### config.mk
export PLATFORM = sky130hd
export DESIGN_NAME = ring_buffer_deque_core_flat
export DESIGN_NICKNAME = d
export VERILOG_FILES = /design/src/hw/rtl/rbd_pkg.sv /design/src/hw/rtl/rbd_if.sv /design/src/hw/rtl/rbd_store.sv /design/src/hw/rtl/rbd_ctrl.sv /design/src/hw/rtl/rbd_out.sv /design/src/hw/rtl/ring_buffer_deque_core.sv /design/src/flat_wrapper.sv
export SDC_FILE = /design/constraint.sdc
export NUM_CORES = 1
export LEC_CHECK = 0
export ABC_AREA = 1
export BUFFER_PORTS_ARGS = -buffer_cell sky130_fd_sc_hd__buf_2
export CORE_ASPECT_RATIO = 0.9
export CORE_MARGIN = 3
export CORE_UTILIZATION = 45
export DETAILED_ROUTE_END_ITERATION = 16
export SYNTH_ARGS = -nofsm -noshare
export SYNTH_HDL_FRONTEND = slang
export SYNTH_SLANG_ARGS = --single-unit
### constraint.sdc
create_clock -name clk -period 6.2 [get_ports clk]
set_input_delay 0.62 -clock clk [delete_from_list [all_inputs] [get_ports clk]]
set_output_delay 0.62 -clock clk [all_outputs]
set_load 0.1 [all_outputs]
### src/hw/rtl/rbd_pkg.sv
// Shared types and constants for the ring buffer deque.
// Used by the channel interfaces and every module of the block; depends on nothing.
package rbd_pkg;

	localparam int DEPTH_DEF  = 16;
	localparam int DATA_W_DEF = 32;
	localparam int VAL_W      = 32;
	localparam int WIDE_W     = 64;
	localparam int ACT_W      = 2;
	localparam int STAT_W     = 2;
	localparam int CNT_W      = 5;

	localparam logic [CNT_W-1:0] CAP_RESET = CNT_W'(16);

	typedef enum logic [ACT_W-1:0] {
		ACT_PUSH_FRONT = 2'd0,
		ACT_PUSH_BACK  = 2'd1,
		ACT_POP_FRONT  = 2'd2,
		ACT_POP_BACK   = 2'd3
	} action_t;

	typedef enum logic [STAT_W-1:0] {
		STAT_DONE  = 2'd0,
		STAT_EMPTY = 2'd1,
		STAT_FULL  = 2'd2
	} status_t;

	// Memory strobes from the pointer logic to the entry store
	typedef struct packed {
		logic wr;
		logic rd;
	} mem_cmd_t;

	// Per-word result info carried alongside the pending memory read
	typedef struct packed {
		logic             pop;
		status_t          status;
		logic [CNT_W-1:0] fill;
	} s1_info_t;

endpackage

### src/hw/rtl/rbd_if.sv
// Channel interfaces of the ring buffer deque: request, response and configuration.
// Depends on rbd_pkg for field widths.
interface rbd_req_if import rbd_pkg::*; ();
	logic                     valid;
	logic                     ready;
	logic [ACT_W-1:0]         action;
	logic signed [VAL_W-1:0]  push_value;

	modport source (output valid, output action, output push_value, input ready);
	modport sink   (input valid, input action, input push_value, output ready);
endinterface

interface rbd_rsp_if import rbd_pkg::*; ();
	logic                     valid;
	logic                     ready;
	logic signed [VAL_W-1:0]  popped_value;
	logic [STAT_W-1:0]        status;
	logic [CNT_W-1:0]         fill_level;

	modport source (output valid, output popped_value, output status, output fill_level,
		input ready);
	modport sink   (input valid, input popped_value, input status, input fill_level,
		output ready);
endinterface

interface rbd_cfg_if import rbd_pkg::*; ();
	logic             valid;
	logic             ready;
	logic [CNT_W-1:0] capacity;

	modport source (output valid, output capacity, input ready);
	modport sink   (input valid, input capacity, output ready);
endinterface

### src/hw/rtl/rbd_store.sv
// Entry store of the ring buffer deque: one write or one registered read per cycle.
// Depends on rbd_pkg for the memory command struct.
module rbd_store import rbd_pkg::*; #(
	parameter int DEPTH      = DEPTH_DEF,
	parameter int DATA_WIDTH = DATA_W_DEF,
	localparam int AW        = $clog2(DEPTH)
) (
	input  logic                  clk,
	input  mem_cmd_t              cmd,
	input  logic [AW-1:0]         addr,
	input  logic [DATA_WIDTH-1:0] wdata,
	output logic [DATA_WIDTH-1:0] rdata
);

	logic [DATA_WIDTH-1:0] mem [DEPTH];

	// Write the pushed word
	always_ff @(posedge clk) begin
		if (cmd.wr) begin
			mem[addr] <= wdata;
		end
	end

	// Register the read word; hold it until the next read
	always_ff @(posedge clk) begin
		if (cmd.rd) begin
			rdata <= mem[addr];
		end
	end

endmodule

### src/hw/rtl/rbd_ctrl.sv
// Pointer and count logic of the ring buffer deque: capacity register, head, fill
// count, slot computation and memory strobes. Depends on rbd_pkg and rbd_if.
module rbd_ctrl import rbd_pkg::*; #(
	parameter int DEPTH      = DEPTH_DEF,
	parameter int DATA_WIDTH = DATA_W_DEF,
	localparam int AW        = $clog2(DEPTH)
) (
	input  logic                  clk,
	input  logic                  arst_n,
	rbd_req_if.sink               req,
	rbd_cfg_if.sink               cfg,
	input  logic                  slot_free,
	output mem_cmd_t              mem_cmd,
	output logic [AW-1:0]         mem_addr,
	output logic [DATA_WIDTH-1:0] mem_wdata,
	output logic                  launch,
	output s1_info_t              launch_info
);

	function automatic logic [CNT_W-1:0] clip_cap(input logic [CNT_W-1:0] c);
		if (c == '0) begin
			return CNT_W'(1);
		end else if (int'(c) > DEPTH) begin
			return CNT_W'(DEPTH);
		end else begin
			return c;
		end
	endfunction

	logic [CNT_W-1:0] eff_cap_q;
	logic [CNT_W-1:0] head_q;
	logic [CNT_W-1:0] count_q;

	action_t          act;
	logic             is_push;
	logic             full;
	logic             empty;
	logic             ok;
	logic [CNT_W-1:0] offset;
	logic [CNT_W:0]   sum;
	logic [CNT_W-1:0] slot;
	logic [CNT_W:0]   head_inc;
	logic [CNT_W-1:0] head_next;
	logic [CNT_W-1:0] count_next;

	assign act     = action_t'(req.action);
	assign is_push = (act == ACT_PUSH_FRONT) || (act == ACT_PUSH_BACK);
	assign full    = (count_q == eff_cap_q);
	assign empty   = (count_q == '0);
	assign ok      = is_push ? !full : !empty;

	// Pick the ring offset from head for this action
	always_comb begin
		unique case (act)
			ACT_PUSH_FRONT: offset = eff_cap_q - CNT_W'(1);
			ACT_PUSH_BACK:  offset = count_q;
			ACT_POP_FRONT:  offset = '0;
			ACT_POP_BACK:   offset = count_q - CNT_W'(1);
			default:        offset = '0;
		endcase
	end

	// Wrap head + offset once; both terms stay below capacity whenever the operation is carried out
	assign sum  = {1'b0, head_q} + {1'b0, offset};
	assign slot = (sum >= {1'b0, eff_cap_q}) ? CNT_W'(sum - {1'b0, eff_cap_q})
		: CNT_W'(sum);

	// Advance head past the front word on a front pop
	assign head_inc = {1'b0, head_q} + (CNT_W+1)'(1);

	always_comb begin
		head_next = head_q;
		if (act == ACT_PUSH_FRONT) begin
			head_next = slot;
		end else if (act == ACT_POP_FRONT) begin
			head_next = (head_inc == {1'b0, eff_cap_q}) ? '0 : CNT_W'(head_inc);
		end
	end

	assign count_next = is_push ? count_q + CNT_W'(1) : count_q - CNT_W'(1);

	// Handshakes and memory strobes
	assign req.ready = slot_free;
	assign cfg.ready = 1'b1;
	assign launch    = req.valid && req.ready;

	assign mem_cmd.wr = launch && is_push && !full;
	assign mem_cmd.rd = launch && !is_push && !empty;
	assign mem_addr   = AW'(slot);
	assign mem_wdata  = DATA_WIDTH'($unsigned(req.push_value));

	// Result info for the word being launched
	always_comb begin
		launch_info.pop = !is_push && !empty;
		if (ok) begin
			launch_info.status = STAT_DONE;
		end else if (is_push) begin
			launch_info.status = STAT_FULL;
		end else begin
			launch_info.status = STAT_EMPTY;
		end
		launch_info.fill = ok ? count_next : count_q;
	end

	// Hold capacity, head and count; a capacity write empties the deque
	always_ff @(posedge clk or negedge arst_n) begin
		if (!arst_n) begin
			eff_cap_q <= clip_cap(CAP_RESET);
			head_q    <= '0;
			count_q   <= '0;
		end else if (cfg.valid) begin
			eff_cap_q <= clip_cap(cfg.capacity);
			head_q    <= '0;
			count_q   <= '0;
		end else if (launch && ok) begin
			head_q    <= head_next;
			count_q   <= count_next;
		end
	end

	a_count_in_cap: assert property (@(posedge clk) disable iff (!arst_n)
		count_q <= eff_cap_q)
		else $error("fill count exceeds capacity");

	a_head_in_cap: assert property (@(posedge clk) disable iff (!arst_n)
		head_q < eff_cap_q)
		else $error("head index outside ring");

endmodule

### src/hw/rtl/rbd_out.sv
// Result stage of the ring buffer deque: tracks the word waiting on its memory read
// and holds the response register. Depends on rbd_pkg and rbd_if.
module rbd_out import rbd_pkg::*; #(
	parameter int DATA_WIDTH = DATA_W_DEF
) (
	input  logic                  clk,
	input  logic                  arst_n,
	input  logic                  launch,
	input  s1_info_t              launch_info,
	input  logic [DATA_WIDTH-1:0] rdata,
	output logic                  slot_free,
	rbd_rsp_if.source             rsp
);

	logic                    v_s1;
	s1_info_t                info_s1;
	logic                    out_valid_q;
	logic [VAL_W-1:0]        popped_q;
	status_t                 status_q;
	logic [CNT_W-1:0]        fill_q;
	logic                    adv;
	logic [WIDE_W-1:0]       rd_wide;

	assign adv       = !out_valid_q || rsp.ready;
	assign slot_free = !v_s1 || adv;
	assign rd_wide   = WIDE_W'(rdata);

	// Track the word whose read data lands next cycle
	always_ff @(posedge clk or negedge arst_n) begin
		if (!arst_n) begin
			v_s1 <= 1'b0;
		end else begin
			v_s1 <= launch || (v_s1 && !adv);
		end
	end

	always_ff @(posedge clk) begin
		if (launch) begin
			info_s1 <= launch_info;
		end
	end

	// Load the response register when it is free or being taken
	always_ff @(posedge clk or negedge arst_n) begin
		if (!arst_n) begin
			out_valid_q <= 1'b0;
		end else if (adv) begin
			out_valid_q <= v_s1;
		end
	end

	always_ff @(posedge clk) begin
		if (adv && v_s1) begin
			popped_q <= info_s1.pop ? rd_wide[VAL_W-1:0] : '0;
			status_q <= info_s1.status;
			fill_q   <= info_s1.fill;
		end
	end

	assign rsp.valid        = out_valid_q;
	assign rsp.popped_value = $signed(popped_q);
	assign rsp.status       = status_q;
	assign rsp.fill_level   = fill_q;

	a_no_overrun: assert property (@(posedge clk) disable iff (!arst_n)
		launch |-> slot_free)
		else $error("word launched while result stage is blocked");

	a_refused_zero: assert property (@(posedge clk) disable iff (!arst_n)
		out_valid_q && (status_q != STAT_DONE) |-> (popped_q == '0))
		else $error("refused word carries a popped value");

endmodule

### src/hw/rtl/ring_buffer_deque_core.sv
// Ring buffer deque top level: wires pointer logic, entry store and result stage.
// Depends on rbd_pkg, rbd_if, rbd_ctrl, rbd_store and rbd_out.
//
// Usage:
//   req carries one word per operation: action (push front, push back, pop front,
//   pop back) and push_value. rsp returns one word per request, in order:
//   popped_value (0 unless a pop succeeded), status (done, empty, full) and
//   fill_level after the operation. cfg writes the capacity (0 acts as 1, values
//   above DEPTH act as DEPTH) and empties the deque; write it only while idle.
//   An accepted request registers its entry store read and result info in the read
//   stage; the response register then loads from that stage when it is free or taken.
//   Throughput is one word per cycle while rsp does not stall; the single-port entry store
//   takes one access per word, and head and count update in the accept cycle.
//   When rsp stalls, one word waits in the read stage and one in the response
//   register; req.ready drops only when both are held.
//   Reset clears head, count and the pending stages and sets capacity to 16
//   (clipped to DEPTH). Entry contents are not cleared; only pushed slots are read.
module ring_buffer_deque_core import rbd_pkg::*; #(
	parameter int DEPTH      = DEPTH_DEF,
	parameter int DATA_WIDTH = DATA_W_DEF,
	localparam int AW        = $clog2(DEPTH)
) (
	input  logic     clk,
	input  logic     arst_n,
	rbd_req_if.sink  req,
	rbd_rsp_if.source rsp,
	rbd_cfg_if.sink  cfg
);

	mem_cmd_t              mem_cmd;
	logic [AW-1:0]         mem_addr;
	logic [DATA_WIDTH-1:0] mem_wdata;
	logic [DATA_WIDTH-1:0] mem_rdata;
	logic                  launch;
	s1_info_t              launch_info;
	logic                  slot_free;

	rbd_ctrl #(
		.DEPTH      (DEPTH),
		.DATA_WIDTH (DATA_WIDTH)
	) u_ctrl (
		.clk         (clk),
		.arst_n      (arst_n),
		.req         (req),
		.cfg         (cfg),
		.slot_free   (slot_free),
		.mem_cmd     (mem_cmd),
		.mem_addr    (mem_addr),
		.mem_wdata   (mem_wdata),
		.launch      (launch),
		.launch_info (launch_info)
	);

	rbd_store #(
		.DEPTH      (DEPTH),
		.DATA_WIDTH (DATA_WIDTH)
	) u_store (
		.clk   (clk),
		.cmd   (mem_cmd),
		.addr  (mem_addr),
		.wdata (mem_wdata),
		.rdata (mem_rdata)
	);

	rbd_out #(
		.DATA_WIDTH (DATA_WIDTH)
	) u_out (
		.clk         (clk),
		.arst_n      (arst_n),
		.launch      (launch),
		.launch_info (launch_info),
		.rdata       (mem_rdata),
		.slot_free   (slot_free),
		.rsp         (rsp)
	);

endmodule

### src/flat_wrapper.sv
// flat-port wrapper written by rule: the top's interface ports become plain ports
module ring_buffer_deque_core_flat import rbd_pkg::*;
#(
	parameter int DEPTH      = DEPTH_DEF,
	parameter int DATA_WIDTH = DATA_W_DEF,
	localparam int AW        = $clog2(DEPTH)
)
  (clk, arst_n, req_valid, req_action, req_push_value, req_ready, rsp_valid, rsp_popped_value, rsp_status, rsp_fill_level, rsp_ready, cfg_valid, cfg_capacity, cfg_ready);
  rbd_req_if req_i ();
  rbd_rsp_if rsp_i ();
  rbd_cfg_if cfg_i ();
  input  logic clk;
  input  logic arst_n;
  input wire logic [$bits(req_i.valid)-1:0] req_valid;
  input wire logic [$bits(req_i.action)-1:0] req_action;
  input wire logic [$bits(req_i.push_value)-1:0] req_push_value;
  output wire logic [$bits(req_i.ready)-1:0] req_ready;
  output wire logic [$bits(rsp_i.valid)-1:0] rsp_valid;
  output wire logic [$bits(rsp_i.popped_value)-1:0] rsp_popped_value;
  output wire logic [$bits(rsp_i.status)-1:0] rsp_status;
  output wire logic [$bits(rsp_i.fill_level)-1:0] rsp_fill_level;
  input wire logic [$bits(rsp_i.ready)-1:0] rsp_ready;
  input wire logic [$bits(cfg_i.valid)-1:0] cfg_valid;
  input wire logic [$bits(cfg_i.capacity)-1:0] cfg_capacity;
  output wire logic [$bits(cfg_i.ready)-1:0] cfg_ready;
  assign req_i.valid = req_valid;
  assign req_i.action = req_action;
  assign req_i.push_value = req_push_value;
  assign req_ready = req_i.ready;
  assign rsp_valid = rsp_i.valid;
  assign rsp_popped_value = rsp_i.popped_value;
  assign rsp_status = rsp_i.status;
  assign rsp_fill_level = rsp_i.fill_level;
  assign rsp_i.ready = rsp_ready;
  assign cfg_i.valid = cfg_valid;
  assign cfg_i.capacity = cfg_capacity;
  assign cfg_ready = cfg_i.ready;
  ring_buffer_deque_core #(.DEPTH(DEPTH), .DATA_WIDTH(DATA_WIDTH)) u_core (.clk(clk), .arst_n(arst_n), .req(req_i), .rsp(rsp_i), .cfg(cfg_i));
endmodule
# Word-level counts from Yosys, hierarchy flattened

Memories as Yosys holds them, arrays and structs flattened. A register that Yosys moved wholly into a read port is not among the register bits.
Index checks and enable logic that the tools add are counted.
W data, S select, Z words.

Add/subtract/negate cells: 6
Order comparisons: 2
Equal/unequal tests: 5
Muxes and demuxes: 17
Reductions and logical operators: 25

Operator list:

| kind                  | count |
|---|---|
| $mux W5               | 12 |
| $pmux W5 S4           | 1 |
| $logic_not A5 Y1      | 2 |
| $sub A5 B1 Y5 const B | 2 |
| $logic_and A1 B1 Y1   | 9 |
| $add A5 B1 Y6 const B | 1 |
| $add A5 B5 Y6         | 1 |
| $eq A6 B5 Y1          | 1 |
| $ge A6 B5 Y1          | 1 |
| $logic_not A1 Y1      | 6 |
| $add A5 B1 Y5 const B | 1 |
| $eq A5 B5 Y1          | 1 |
| $gt A5 B5 Y1 const B  | 1 |
| $sub A5 B5 Y5         | 1 |
| $eq A2 B2 Y1 const B  | 2 |
| $logic_or A1 B1 Y1    | 4 |
| $mux W1               | 3 |
| $reduce_bool A3 Y1    | 1 |
| $eq A2 B1 Y1 const B  | 1 |
| $logic_not A2 Y1      | 1 |
| $mux W2               | 1 |
| $reduce_and A2 Y1     | 1 |
| $reduce_bool A2 Y1    | 1 |

Register bits after elaboration: 64
RAM bits: 512
Bits of input ports: 44
Output and inout bits: 42
Logic and storage cells: 67
Memories: 1

Memories:

| name               | depth | width | read ports | clocked after Yosys merged registers in | write ports | RTL line        | source |
|---|---|---|---|---|---|---|---|
| u_core.u_store.mem | 16    | 32    | 1          | 1                                       | 1           | rbd_store.sv:15 | `logic [DATA_WIDTH-1:0] mem [DEPTH];` |

# Longest topological paths before layout

Word-level depth: 8
Mapped depth: 29
Mapped depth without buffers: 27

# Hierarchy

From an unflattened synthesis, not the netlist that was laid out.

Cells, all modules: 2552
Area, all modules: 26381.6 µm²

Modules (own cells, without submodules):

| module    | times used | cells an instance | area an instance (µm²) | seq. area each (µm²) |
|---|---|---|---|---|
| rbd_store | 1          | 2113              | 22534.1                | 16335.7 |
| rbd_ctrl  | 1          | 315               | 2079.5                 | 376.6 |
| rbd_out   | 1          | 124               | 1767.9                 | 1461.4 |

# Least setup slack after synthesis

No wires, ideal clock.

Path type: in2reg
Start point: in req_action[1]
End point: mem u_core.u_store.mem[14][0] (netlist bit), enable pin
Library setup time: 0.421 ns
Arrival time: 5.193 ns
Data required time: 5.779 ns
Path slack: 0.586 ns
Cell stages on the path: 21
Buffers on the path: 3
Cells stage by stage: clkbuf_1 > nor2_1 > inv_1 > o21ai_0 > ha_1 > fa_1 > a21oi_1 > o21ai_0 > xor2_1 > ha_1 > nand3_1 > o21ai_1 > nor2_4 > nand2_8 > nand2_1 > o21ai_2 > inv_2 > buf_2 > buf_2 > nand3_1 > nor2_1

Cells in the longest elaborated chain, start to end: 6
Elaborated cells between the ends (all ways): 14
Classes of those cells: add/sub: 2; order compare: 1; eq/ne: 3; mux: 4; reduce/logical: 4

Ends and longest elaborated chain:

| element                                               | RTL line           | source |
|---|---|---|
| start, declared                                       | flat_wrapper.sv:15 | `input wire logic [$bits(req_i.action)-1:0] req_action;` |
| branches (longest 6 deep; another with $add A5 B5 Y6) | n/a                |  |
| end, declared                                         | rbd_store.sv:15    |  |

Parallel ways; which one is timed is not known.

# Worst setup path in the final report

Start point: reg u_core.u_ctrl.count_q[0]
End point: mem u_core.u_store.mem[3][31] (netlist bit), enable pin

Cells in the longest elaborated chain, start to end: 5
Elaborated cells between the ends (all ways): 11
Classes of those cells: add/sub: 3; order compare: 1; eq/ne: 1; mux: 4; reduce/logical: 2

Ends and longest elaborated chain:

| element                                                     | RTL line                        | source |
|---|---|---|
| start, declared                                             | rbd_ctrl.sv:32                  | `logic [CNT_W-1:0] count_q;` |
| start signal, assigned                                      | rbd_ctrl.sv:117                 | `count_q <= count_next;` |
| $sub A5 B1 Y5 / $eq A5 B5 Y1 (equally long branches)        | rbd_ctrl.sv:58, rbd_ctrl.sv:48  |  |
| $pmux W5 S4 / $logic_not A1 Y1 (equally long branches)      | rbd_ctrl.sv:54, rbd_ctrl.sv:87  |  |
| $add A5 B5 Y6 / $logic_and A1 B1 Y1 (equally long branches) | rbd_ctrl.sv:64, rbd_ctrl.sv:87  |  |
| $sub A5 B5 Y5 (tied with other cells)                       | rbd_ctrl.sv:65                  | `assign slot = (sum >= {1'b0, eff_cap_q}) ? CNT_W'(sum - {1'b0, eff_cap_q})` |
| $mux W5 / $mux W1 (equally long branches)                   | rbd_ctrl.sv:65, rbd_store.sv:20 |  |

Parallel ways exist; a longest one is shown, timed or not.

==> out/summary.txt <==
CTS max path bufs: 3
Slew @ Worst Pin: 1.05 ns
DP HPWL: 36000 um
wl on met1: 30600 um
Synth-to-Final Area Change: 13.2%
ys flop type: edfxtp_1
clock skew: 0.0114 ns
Initial Util: 0.459
worst r2r path cells: 22
Setup CP Type: register to register
slowest stage delay, CP: 0.50 ns
filler instances: 5110
number of max-cap violations: 0
CP endpoint kind: register
initial drt markers: 1691
CTS root buf: clkbuf_16
reg2reg start: u_core.u_ctrl.count_q[0]
largest cells by area after synthesis: edfxtp_1 (67%), nand2_1 (16%), nand3_1 (7.1%)
Data arrival, critical path: 5.62 ns
routability cong.: 0.879
vias: 17988
largest net degree at the start of global routing: 153
total track usage: 0.218
grt ovf: 0
TritonCTS clock tree: built
CP top delay family: simple AND/OR/NAND/NOR gates
top cell type's share of synthesized area: 0.671
critical path launch point: u_core.u_ctrl.count_q[0]
DRC Markers: 0
Synth cell types: 37
Cell Chain, Critical Path: inv_1 > ha_1 > nor2_1 > a2bb2oi_1 > ha_1 > nand3_1 > nand3_1 > xor2_1 > inv_1 > ha_1 > nand2_1 > nand2_1 > nor2_1 > nor2_2 > nor2_4 > nand2_8 > nand2_1 > o21ai_4 > inv_4 > nand3_1 > nor2_4 > buf_12
Worst Setup EP: u_core.u_store.mem[3][31]
Die W: 261 um
Setup-failing EPs final: 0
worst-path maximum fanout: 29
number of buffers and inverters on the critical path: 4
CTS buffer count: 61
initial antenna violation count: 2
Ports: 86
met3 WL: 4500 um
Nets: 2636
Tcrit/Tclk final: 0.855
RSZ-0062 raised after global routing: false
post-synthesis sequential area ratio: 0.688
asr flop ratio synth: 0.0280
Hold Fails Final Rpt: 0
Routed wire per std cell: 19.9 um
CTS clk-pin slew, worst paths: 0.06 ns
DR pass1 iterations: 5
Via density: 5.31
H-tree depth: 2
Synth Area per Inst: 10.5 um2
Syn. warnings: 0
top sig layer: met4
outcome: finished clean
Startpoint Class: register
clk sinks: 608
met2 wire len: 30700 um
Rows: 83
layout cells sized above 1: 0.101
Critical R2R Capture: u_core.u_store.mem[3][31]
post_cts resized: 0
worst hold path type: input port to register
r2r setup slk: 0.90 ns
Post-CTS Setup Inserts: 0
Buffers on Ports: 84
Fin Setup TNS: 0 ns
count leader, synth: nand2_1
relative slew slack: 0.301
Max Clock Freq: 0.189 GHz
Gate Count Post-Synth: 2523
Worst EP required: 6.52 ns
Synth area leader: edfxtp_1
Die H: 236 um
Synth Cell Area: 26400 um2
slowest cell on the critical path: nor2_4
commonest cells in the synthesized netlist: nand2_1 (1100), edfxtp_1 (591), nand3_1 (374), inv_1 (130), buf_2 (110)
Post-CTS Hold Buffers: 1
CP Depth: 22
Die ar.: 61700 um2
Clk Latency, worst-skew pair: 0.63 ns
WL final: 67400 um
Post-synth EDFFs: 591
Final Max Tran Viols: 0
global-route wire length before repair: 103000 um
Tmin final: 5.30 ns
syn_nets: 2584
number of global-route vias before repair: 17455
DRT antenna net count: 0
core area: 57500 um2
number of synthesized register bits: 608
[cells in the final DEF (no fill, tap or decap), types with 2 or more instances in the layout]
cell type	netlist	layout
clkinvlp_4	0	4
buf_12	0	16
nand2_2	4	3
a31oi_1	3	3
nand2_8	1	2
nand3_1	374	373
dfrtp_1	16	16
nand3_4	0	2
or2_2	2	2
fa_1	2	2
xor2_1	16	16
nand4_1	2	2
o31ai_1	2	2
xnor2_1	5	5
edfxtp_1	591	591
a21oi_1	15	14
o22ai_1	8	8
nand2_4	1	2
buf_2	110	84
nor3_1	4	4
clkbuf_16	0	62
inv_2	10	9
nor2_4	1	22
bufinv_16	0	9
clkbuf_1	27	13
o21ai_0	18	18
inv_1	130	130
ha_1	15	15
nor2_1	40	23
buf_4	2	28
clkinv_1	7	19
clkinv_2	0	10
nand2_1	1100	1099
a22oi_1	2	2
nor2_2	6	2
[registers in the layout, indices dropped and copies added, names as in the netlist]
| register | flops |
|---|---|
| u_core.u_ctrl.eff_cap_q | 5 |
| u_core.u_store.mem | 512 |
| u_core.u_out.rsp.popped_value | 32 |
| u_core.u_out.info_s1 | 8 |
| u_core.u_ctrl.head_q | 5 |
| u_core.u_ctrl.count_q | 5 |
| u_core.u_out.v_s1 | 1 |
| u_core.u_store.rdata | 32 |
| u_core.u_out.rsp.status | 2 |
| u_core.u_out.rsp.fill_level | 5 |
| u_core.u_out.rsp.valid | 1 |
[layout make-up]
class	count	area, um2	area share
sequential	608	18200	0.607
tap	765	957	0.0320
antenna	1	2.50	0.0000836
timing repair buffer	129	961	0.0321
inverter	147	554	0.0185
clock inverter	37	432	0.0144
clock buffer	75	1600	0.0535
multi-input combinational	1628	7240	0.242
[logic make-up after synthesis]
family	count (synthesis)	share of synthesized area
xor gates and xnor gates	21	0.00696
other	1	0.000142
DFF	608	0.688
buffers and inverters	287	0.0465
and+or+nand+nor	1536	0.239
adders and majority gates	17	0.00862
AOI/OAI and AO/OA	53	0.0115
[worst min path at each step]
stage                                 start                        endpoint  depth (start not counted)
floorplan                            arst_n        u_core.u_ctrl.count_q[0]                          0
global placement    u_core.u_out.info_s1[0]  u_core.u_out.rsp.fill_level[0]                          0
detailed placement  u_core.u_out.info_s1[1]  u_core.u_out.rsp.fill_level[1]                          0
CTS                               req_valid               u_core.u_out.v_s1                          3
global route                      req_valid               u_core.u_out.v_s1                          3
finish                            req_valid               u_core.u_out.v_s1                          3
[layer usage]
layer | up-vias | GRT usage
met5 | - | 0
met4 | 0 | 0.0574
met3 | 111 | 0.0354
met2 | 613 | 0.344
met1 | 8722 | 0.317
li1 | 8542 | -
[metrics by stage]
step                cell area [um2]  setup WS, ns  hold WS (ns)  cells   util
floorplan                     26400         0.586         0.324   2523      -
global placement              27900         0.902         0.404   3276  0.484
detailed placement            27900         0.857         0.407   3276  0.484
CTS                           29900         0.939         0.149   3389  0.520
global route                  29900         0.553         0.168   3389  0.520
finish                        29900         0.901         0.190   3390  0.520
[worst min-delay path: stages]
cell and delay [ns]:
buf_2 0.08, inv_1 0.03, nand2_1 0.05
Power is left out: the tool's default activity adds up to more than one toggle a clock period on the data nets, which glitch-free logic cannot reach.
